$ cat src/hdl/rcv_pkg.sv
package rcv_pkg;

   localparam int WORD_W = 32;
   localparam int LEN_W  = 16;
   localparam int PT_W   = 8;
   localparam int VER_W  = 2;

   localparam logic [PT_W-1:0]  PT_SR       = 8'd200;
   localparam logic [PT_W-1:0]  PT_RR       = 8'd201;
   localparam logic [PT_W-1:0]  PT_APP      = 8'd204;
   localparam logic [VER_W-1:0] HDR_VERSION = 2'd2;

   typedef enum logic [1:0] {
      STATUS_HDR_FAIL = 2'd0,
      STATUS_UNKNOWN  = 2'd1,
      STATUS_OK       = 2'd2
   } status_type;

   // per-packet walk state carried between words
   typedef struct packed {
      logic [LEN_W-1:0] words_left;
      logic             at_first_header;
      logic             padding_seen;
      logic             header_bad;
      logic             type_unknown;
      logic             first_was_sr;
   } walk_state_type;

   localparam walk_state_type WALK_RESET = '{
      words_left:      '0,
      at_first_header: 1'b1,
      padding_seen:    1'b0,
      header_bad:      1'b0,
      type_unknown:    1'b0,
      first_was_sr:    1'b0
   };

endpackage

$ cat src/hdl/rcv_channels.sv
interface rcv_req_if;
   logic        valid;
   logic        ready;
   logic [31:0] word;
   logic        last;

   modport source (output valid, output word, output last, input ready);
   modport sink   (input valid, input word, input last, output ready);
endinterface

interface rcv_rsp_if;
   logic       valid;
   logic       ready;
   logic [1:0] status;
   logic       is_sender;

   modport source (output valid, output status, output is_sender, input ready);
   modport sink   (input valid, input status, input is_sender, output ready);
endinterface

$ cat src/hdl/rcv_word_check.sv
module rcv_word_check (
   input  rcv_pkg::walk_state_type    state,
   input  logic [rcv_pkg::WORD_W-1:0] word,
   input  logic                       last,
   output rcv_pkg::walk_state_type    state_next,
   output rcv_pkg::status_type        status,
   output logic                       is_sender
);
   import rcv_pkg::*;

   logic [VER_W-1:0] ver;
   logic             pad;
   logic [PT_W-1:0]  pt;
   logic [LEN_W-1:0] len;
   walk_state_type   walked;
   logic             bad_final;

   assign ver = word[31:30];
   assign pad = word[29];
   assign pt  = word[23:16];
   assign len = word[15:0];

   always_comb begin
      walked = state;
      if (state.words_left == '0) begin
         if (state.at_first_header) begin
            if ((pt != PT_SR) && (pt != PT_RR)) begin
               walked.header_bad = 1'b1;
            end
            walked.first_was_sr    = (pt == PT_SR);
            walked.at_first_header = 1'b0;
         end
         // a padded sub-packet must be the final one
         if ((ver != HDR_VERSION) || state.padding_seen) begin
            walked.header_bad = 1'b1;
         end
         walked.padding_seen = pad;
         if ((pt < PT_SR) || (pt > PT_APP)) begin
            walked.type_unknown = 1'b1;
         end
         walked.words_left = len;
      end else begin
         walked.words_left = state.words_left - 1'b1;
      end
   end

   // length overshoot shows up as body words still due on the last beat
   assign bad_final = walked.header_bad || (walked.words_left != '0);

   always_comb begin
      if (bad_final) begin
         status = STATUS_HDR_FAIL;
      end else if (walked.type_unknown) begin
         status = STATUS_UNKNOWN;
      end else begin
         status = STATUS_OK;
      end
   end

   assign is_sender  = walked.first_was_sr;
   assign state_next = last ? WALK_RESET : walked;

endmodule

$ cat src/hdl/rtcp_compound_validator_core.sv
// Compound RTCP packet checker. Packet words arrive one beat per cycle on req_if with the
// final word marked by last; one status beat leaves on rsp_if for every packet, carrying
// header failure, unknown sub-packet type or ok, plus whether the first sub-packet was a
// sender report. A word is taken every cycle unless a last word is waiting in the input
// register; the result reaches rsp_if through the input register, then the result register.
// The single result register sets the stall behavior: a last word waits in the input
// register only while an earlier result is still held on rsp_if.
module rtcp_compound_validator_core (
   input logic      clock,
   input logic      reset,
   rcv_req_if.sink  req_if,
   rcv_rsp_if.source rsp_if
);
   import rcv_pkg::*;

   logic                in_valid_ff, in_valid_in;
   logic [WORD_W-1:0]   in_word_ff, in_word_in;
   logic                in_last_ff, in_last_in;
   walk_state_type      state_ff, state_in;
   logic                out_valid_ff, out_valid_in;
   status_type          out_status_ff, out_status_in;
   logic                out_sender_ff, out_sender_in;

   walk_state_type      state_next;
   status_type          chk_status;
   logic                chk_sender;
   logic                advance;
   logic                take;

   rcv_word_check u_check (
      .state      (state_ff),
      .word       (in_word_ff),
      .last       (in_last_ff),
      .state_next (state_next),
      .status     (chk_status),
      .is_sender  (chk_sender)
   );

   // a non-last word never needs the result register
   assign advance = in_valid_ff && (!in_last_ff || !out_valid_ff || rsp_if.ready);
   assign req_if.ready = !in_valid_ff || advance;
   assign take = req_if.valid && req_if.ready;

   always_comb begin
      in_valid_in   = in_valid_ff;
      in_word_in    = in_word_ff;
      in_last_in    = in_last_ff;
      state_in      = state_ff;
      out_valid_in  = out_valid_ff;
      out_status_in = out_status_ff;
      out_sender_in = out_sender_ff;

      if (advance) begin
         in_valid_in = 1'b0;
         state_in    = state_next;
      end
      if (take) begin
         in_valid_in = 1'b1;
         in_word_in  = req_if.word;
         in_last_in  = req_if.last;
      end

      if (rsp_if.ready) begin
         out_valid_in = 1'b0;
      end
      if (advance && in_last_ff) begin
         out_valid_in  = 1'b1;
         out_status_in = chk_status;
         out_sender_in = chk_sender;
      end
   end

   always_ff @(posedge clock) begin
      if (reset) begin
         in_valid_ff  <= 1'b0;
         out_valid_ff <= 1'b0;
         state_ff     <= WALK_RESET;
      end else begin
         in_valid_ff  <= in_valid_in;
         out_valid_ff <= out_valid_in;
         state_ff     <= state_in;
      end
      in_word_ff    <= in_word_in;
      in_last_ff    <= in_last_in;
      out_status_ff <= out_status_in;
      out_sender_ff <= out_sender_in;
   end

   assign rsp_if.valid     = out_valid_ff;
   assign rsp_if.status    = out_status_ff;
   assign rsp_if.is_sender = out_sender_ff;

endmodule
$ cat src/flat_wrapper.sv
// flat-port wrapper written by rule: the top's interface ports become plain ports
module rtcp_compound_validator_core_flat import rcv_pkg::*;
  (clock, reset, req_if_valid, req_if_word, req_if_last, req_if_ready, rsp_if_valid, rsp_if_status, rsp_if_is_sender, rsp_if_ready);
  rcv_req_if req_if_i ();
  rcv_rsp_if rsp_if_i ();
  input logic clock;
  input logic reset;
  input wire logic [$bits(req_if_i.valid)-1:0] req_if_valid;
  input wire logic [$bits(req_if_i.word)-1:0] req_if_word;
  input wire logic [$bits(req_if_i.last)-1:0] req_if_last;
  output wire logic [$bits(req_if_i.ready)-1:0] req_if_ready;
  output wire logic [$bits(rsp_if_i.valid)-1:0] rsp_if_valid;
  output wire logic [$bits(rsp_if_i.status)-1:0] rsp_if_status;
  output wire logic [$bits(rsp_if_i.is_sender)-1:0] rsp_if_is_sender;
  input wire logic [$bits(rsp_if_i.ready)-1:0] rsp_if_ready;
  assign req_if_i.valid = req_if_valid;
  assign req_if_i.word = req_if_word;
  assign req_if_i.last = req_if_last;
  assign req_if_ready = req_if_i.ready;
  assign rsp_if_valid = rsp_if_i.valid;
  assign rsp_if_status = rsp_if_i.status;
  assign rsp_if_is_sender = rsp_if_i.is_sender;
  assign rsp_if_i.ready = rsp_if_ready;
  rtcp_compound_validator_core u_core (.clock(clock), .reset(reset), .req_if(req_if_i), .rsp_if(rsp_if_i));
endmodule
$ cat config.mk
export PLATFORM = sky130hd
export DESIGN_NAME = rtcp_compound_validator_core_flat
export DESIGN_NICKNAME = d
export VERILOG_FILES = /design/src/hdl/rcv_pkg.sv /design/src/hdl/rcv_channels.sv /design/src/hdl/rcv_word_check.sv /design/src/hdl/rtcp_compound_validator_core.sv /design/src/flat_wrapper.sv
export SDC_FILE = /design/constraint.sdc
export NUM_CORES = 1
export LEC_CHECK = 0
export BUFFER_PORTS_ARGS = -buffer_cell sky130_fd_sc_hd__buf_2
export CAP_MARGIN = 20
export CELL_PAD_IN_SITES_DETAIL_PLACEMENT = 0
export CELL_PAD_IN_SITES_GLOBAL_PLACEMENT = 1
export CORE_MARGIN = 8
export CORE_UTILIZATION = 40
export DETAILED_ROUTE_END_ITERATION = 10
export PLACE_DENSITY = 0.78
export SYNTH_ARGS = -nofsm -noshare
export SYNTH_HDL_FRONTEND = slang
export SYNTH_SLANG_ARGS = --single-unit
$ cat constraint.sdc
create_clock -name clock -period 2.37 [get_ports clock]
set_input_delay 0.474 -clock clock [delete_from_list [all_inputs] [get_ports clock]]
set_output_delay 0.474 -clock clock [all_outputs]
set_load 0.1 [all_outputs]
==> metrics, run 1 <==
DP HPWL between 4000 and 5000 um; count of final setup violators 0; sequential fraction of the synthesis area between 50% and 60%; max-slew violations 0; Final Instance Area roughly 3200 um^2; XOR/XNOR Fraction of Synth Area 0.964%; Main synth FF type edfxtp_1; core region area 6680 um^2; Die Y-Extent 98.5 um; Initial DRT Pass Iterations 4; worst path required time 2.52 ns; main combinational cell family by area after synthesis simple AND/OR/NAND/NOR gates; Max Fclk 0.454 GHz; CP peak stage delay 0.41 ns; ys async rst share 0%; DP Area 3090 um^2; R2R cell count 9; Tcrit/Tclk final 92.9%; antenna cells 0; initial antenna violation count 0; RSZ-0062 raised after global routing false; Via Count roughly 2200; Final Wtd Congestion roughly 0.88; max-cap violation count 0; clock sinks 54; final hold vios 0; Power Density 753 nW/um^2; Max VDD drop roughly 0.47 mV; Clock Skews 0.0139 ns; Syn-to-layout area delta 17.0%; Avg WL per Cell 16.7 um; Max Root-Sink Buffers 2; Crit. End Element flip-flop; Die X 98.5 um; Overall Global Routing Usage 13.7%; clk_lat worst skew approximately 0.31 ns; num ports 42; Total Wirelength 6590 um; slowest CP cell dfxtp_1; Layout Cells excl Fill 394; syn_nets between 200 and 300; Synth Area in Compound Gates a little under a fifth; Post-Synth Adder-Cell Area 0.459%; Synth Area in Simple Gates a little under a quarter; DIE AREA 9710 um^2; port buffer count 36; Final ANT Viol Nets 0; most common cell after layout, fill and taps aside buf_2; Worst Setup Start Kind flip-flop; WP data arrival 2.35 ns; Netlist cell types 67; total CTS buffers 5; row count 30; Syn Inst Count 260; largest net degree at the start of global routing 29; Initial Util between 40% and 50%; DR iter-0 viols 120; most frequent cells in the layout buf_2, nor2_1, edfxtp_1; post-synthesis mux area share 1.56%; cell chain of the critical path inv_1 -> ha_1 -> buf_4 -> xor2_1 -> a211o_1 -> nor3_1 -> o21ai_0 -> nand4b_1 -> nor4_2; CP Max Fanout 8; layout cells sized above 1 29.0%; CTS root buf clkbuf_8; Setup Buffers After CTS 0; leak pwr 1.24 nW; # DRC 0; Max H-tree Level 2; Nets 351; vias in the first global route 2226; Cell Area, Synth 2730 um^2; Min Clock Period, post-route ~2.2 ns; Worst Max-Slew Pin Slew 0.490 ns; CTS tree yes; status complete, no violations; YS warnings 0; Avg Cell Area, Syn 10.5 um^2; slew margin rel. 67.6%; clock-pin slew on the worst setup and hold paths 0.10 ns; gr ovfl total 0; vias per std cell 5.63; placed insts 386; Yosys reg bits between 50 and 60; hold path depth 1; number of synthesized flops with an enable pin 31; CP Class flip-flop to flip-flop; Hold WC Path Type input port to flip-flop; first-pass GRT wire length 10900 um; total power 2.40 mW
[synthesized netlist by cell type (all sizes together), types with 2 or more instances]
library cell / number / area [um^2]
xor2: 2 / 17.5
or4: 3 / 22.5
a31oi: 3 / 18.8
nor3: 16 / 113
mux2i: 2 / 20.0
dfxtp: 23 / 460
nand4: 6 / 37.5
nand2: 13 / 56.3
nand3: 4 / 32.5
clkbuf: 7 / 31.3
o211ai: 3 / 27.5
nor4: 6 / 43.8
edfxtp: 31 / 931
a41o: 2 / 21.3
a21o: 3 / 22.5
mux2: 2 / 22.5
nor2: 34 / 130
or2: 2 / 12.5
o41ai: 2 / 17.5
inv: 10 / 37.5
or3: 5 / 32.5
a21oi: 20 / 111
a211oi: 5 / 37.5
nand3b: 4 / 30.0
or4b: 2 / 20.0
o21ai: 13 / 65.1
a22oi: 5 / 37.5
buf: 7 / 75.1
nand4b: 2 / 17.5
[kinds of logic (layout without fill, tap and decap cells)]
family	count (synthesis)	in the layout
and+or+nand+nor	104	104
AOI/OAI and AO/OA	70	70
DFF	54	54
buffers and inverters	24	78
muxes	4	4
xor gates and xnor gates	3	3
adders and majority gates	1	1
[metal layers]
metal / global-route usage, % / part of all wire [%]
met4: 4.60 / 1.4
met1: 16.8 / 45
met5: 0 / 0
met3: 2.61 / 4.9
met2: 23.6 / 49
[critical path, delay by kind of cell (launching register included)]
| kind | cells | cell delay [ns] |
|---|---|---|
| AOI/OAI and AO/OA | 2 | 0.40 |
| xor gates and xnor gates | 1 | 0.16 |
| adders and majority gates | 1 | 0.22 |
| buffers and inverters | 2 | 0.26 |
| DFF | 1 | 0.41 |
| and+or+nand+nor | 3 | 0.59 |
[sequential cells by signal, indices dropped and copies added, names as in the netlist]
signal and flops:
u_core.rsp_if.valid 1, u_core.in_word_ff 27, u_core.in_last_ff 1, u_core.in_valid_ff 1, u_core.rsp_if.is_sender 1, u_core.state_ff 21
u_core.rsp_if.status 2
[metrics by stage]
step	setup WS [ns]	utilization (%)	setup TNS, ns	hold WS (ns)
finish	0.169	47.7	0	0.330
global route	0.00847	47.7	0	0.319
CTS	0.0244	47.5	0	0.324
detailed placement	0.0781	46.2	0	0.497
global placement	0.135	46.2	0	0.494
floorplan	-0.0604	-	-1.69	0.466
[cell type report]
class	instances	area, um^2
fillers	641	3490
flip-flops and latches	54	1400
multi-input cells	182	1210
repair buffers	60	360
well taps	80	100
clock buffers	5	68.8
inverters	10	37.5
clock inverters	3	16.3
[where the power goes]
| part | internal, mW | switching, mW |
|---|---|---|
| registers | 1.05 | 0.0561 |
| logic | 0.344 | 0.453 |
| clock network | 0.203 | 0.297 |
| total | 1.60 | 0.805 |
[path summary, 6_finish.rpt]
kind / to / slack, ns / from
setup / recovery: u_core.rsp_if.status[1] / 0.17 / u_core.state_ff[5]
hold / removal: u_core.in_word_ff[10] / 0.33 / req_if_word[10]
setup reg to reg: u_core.rsp_if.status[1] / 0.17 / u_core.state_ff[5]
hold reg to reg: u_core.rsp_if.valid / 0.51 / u_core.rsp_if.valid
[timing repair]
item                       CTS  global route
setup endpoints to repair    0             2
hold buffers                 0             0
gates resized for setup      0             4
Note: power is estimated with default switching activity, not from simulation.
==> inputs of run 2 (changes only) <==
==> constraint.sdc (replaced) <==
create_clock -name clock -period 2.37 [get_ports clock]
set_input_delay 0.1185 -clock clock [delete_from_list [all_inputs] [get_ports clock]]
set_output_delay 0.1185 -clock clock [all_outputs]
set_load 0.1 [all_outputs]
==> run 2 against run 1 <==
Clock power grew 0.8%. Design area is 7.8% higher. Register-to-register slack lost 0.02 ns. Combinational power grew 2%. Non-clock buffer count increased by 23. Total power rose by 0.98%. Wire length increased by 5.6%. Die area unchanged. Maximum frequency decreased by 0.92%. Largest cell class unchanged.
==> metrics, run 2 (synthesis results as in run 1) <==
status complete, no violations; Max VDD drop 0.392 mV; core region area 6680 um^2; Final Instance Area 3440 um^2; port buffer count 36; gr ovfl total 0; DR iter-0 viols between 150 and 200; DP Area 3050 um^2; most frequent cells in the layout buf_2, nor2_1, edfxtp_1; Max Root-Sink Buffers 2; CTS tree yes; Crit. End Element flip-flop; Reg2Reg Setup Slack 0.15 ns; DIE AREA 9710 um^2; WP data arrival ~2.4 ns; RSZ-0062 raised after global routing false; Die X 98.5 um; CP Class flip-flop to flip-flop; clock sinks 54; Worst R2R End u_core.rsp_if.status[0]; R2R cell count 6; Power Density 705 nW/um^2; row count 30; Initial Util 40.8%; placed insts 381; Worst R2R Start u_core.state_ff[7]; Syn-to-layout area delta 26.2%; leak pwr 1.33 nW; DP HPWL 4750 um; Layout Cells excl Fill 417; most common cell after layout, fill and taps aside buf_2; clk_lat worst skew roughly 0.3 ns; count of final setup violators 0; Final ANT Viol Nets 0; initial antenna violation count 0; Worst Setup Start Kind flip-flop; Max Fclk 0.450 GHz; total power 2.42 mW; Initial DRT Pass Iterations 4; Reg with most FFs u_core.in_word_ff; Worst Max-Slew Pin Slew 0.488 ns; hold path depth 3; antenna cells 0; final worst slack 0.148 ns; Max H-tree Level 2; Final Wtd Congestion 0.871; layout cells sized above 1 around a quarter; Nets ~370; clock-pin slew on the worst setup and hold paths approximately 0.1 ns; Total Wirelength between 6000 and 7000 um; Hold EP u_core.in_valid_ff; Die Y-Extent just under 100 um; first-pass GRT wire length 11400 um; Hold WC Path Type input port to flip-flop; fin util 51.5%; Avg WL per Cell 16.7 um; # DRC 0; max-slew violations 0; hold slack 0.0550 ns; CP Max Fanout 11; Via Count 2346; Clock Skews 0.0106 ns; slew margin rel. 67.7%; Tcrit/Tclk final 93.7%; min-delay src req_if_valid; CTS root buf clkbuf_8; final hold vios 0; post-placement setup slack ~0.095 ns; vias in the first global route 2399; worst path required time approximately 2.5 ns; Setup TNS Final 0 ns; num ports 42; Overall Global Routing Usage between 10% and 20%; max-cap violation count 0; largest net degree at the start of global routing 29; vias per std cell 5.63; total CTS buffers 5; max FFs per register 27; Min Clock Period, post-route 2.22 ns
-- run 2: worst max-delay path by stage --
stage | from | endpoint | slack, ns | depth (start not counted)
global placement | u_core.state_ff[5] | u_core.rsp_if.status[1] | 0.16 | 8
detailed placement | u_core.state_ff[5] | u_core.rsp_if.status[1] | 0.09 | 8
CTS | u_core.state_ff[5] | u_core.rsp_if.status[1] | 0.08 | 8
global route | u_core.state_ff[6] | u_core.rsp_if.status[1] | 0.01 | 9
finish | u_core.state_ff[7] | u_core.rsp_if.status[0] | 0.15 | 6
floorplan | u_core.rsp_if.valid | u_core.in_last_ff | -0.06 | 2
-- run 2: power by group --
group	total [mW]	internal [mW]	leakage (nW)	switching (mW)
sequential	1.11	1.05	0.492	0.0591
combinational	0.813	0.359	0.792	0.454
clock	0.504	0.210	0.0432	0.294
-- run 2: final cells by class --
cell class | instances | area [um^2]
clock inverter | 2 | 12.5
inverter | 10 | 37.5
fill | 602 | 3240
sequential | 54 | 1400
clock buffer | 6 | 72.6
tap | 80 | 100
timing repair buffer | 83 | 603
multi-input combinational | 182 | 1220
-- run 2: per-layer routing --
| layer | part of all wire, % | global-route usage (%) | vias to the layer above | routed length [um] |
|---|---|---|---|---|
| met5 | 0 | 0 | - | 0 |
| met4 | 1.9 | 6.02 | 0 | 129 |
| met3 | 5.3 | 2.96 | 13 | 368 |
| met2 | 50 | 25.2 | 71 | 3470 |
| met1 | 43 | 17.0 | 1131 | 2980 |
| li1 | - | - | 1131 | - |
-- run 2: worst max-delay path: stages, from the launching register on --
cell      delay (ns)
dfxtp_1         0.44
or4_1           0.69
nor2_1          0.27
xor2_1          0.11
o22ai_1         0.16
nand4b_1        0.21
nor3_2          0.20
-- run 2: what timing repair did --
action / 4_1_cts / 5_1_grt
gates resized for setup: 0 / 6
endpoints found under the hold margin: 28 / 0
hold buffers: 28 / 0
buffers inserted: 0 / 0
endpoints found under the setup margin: 0 / 2
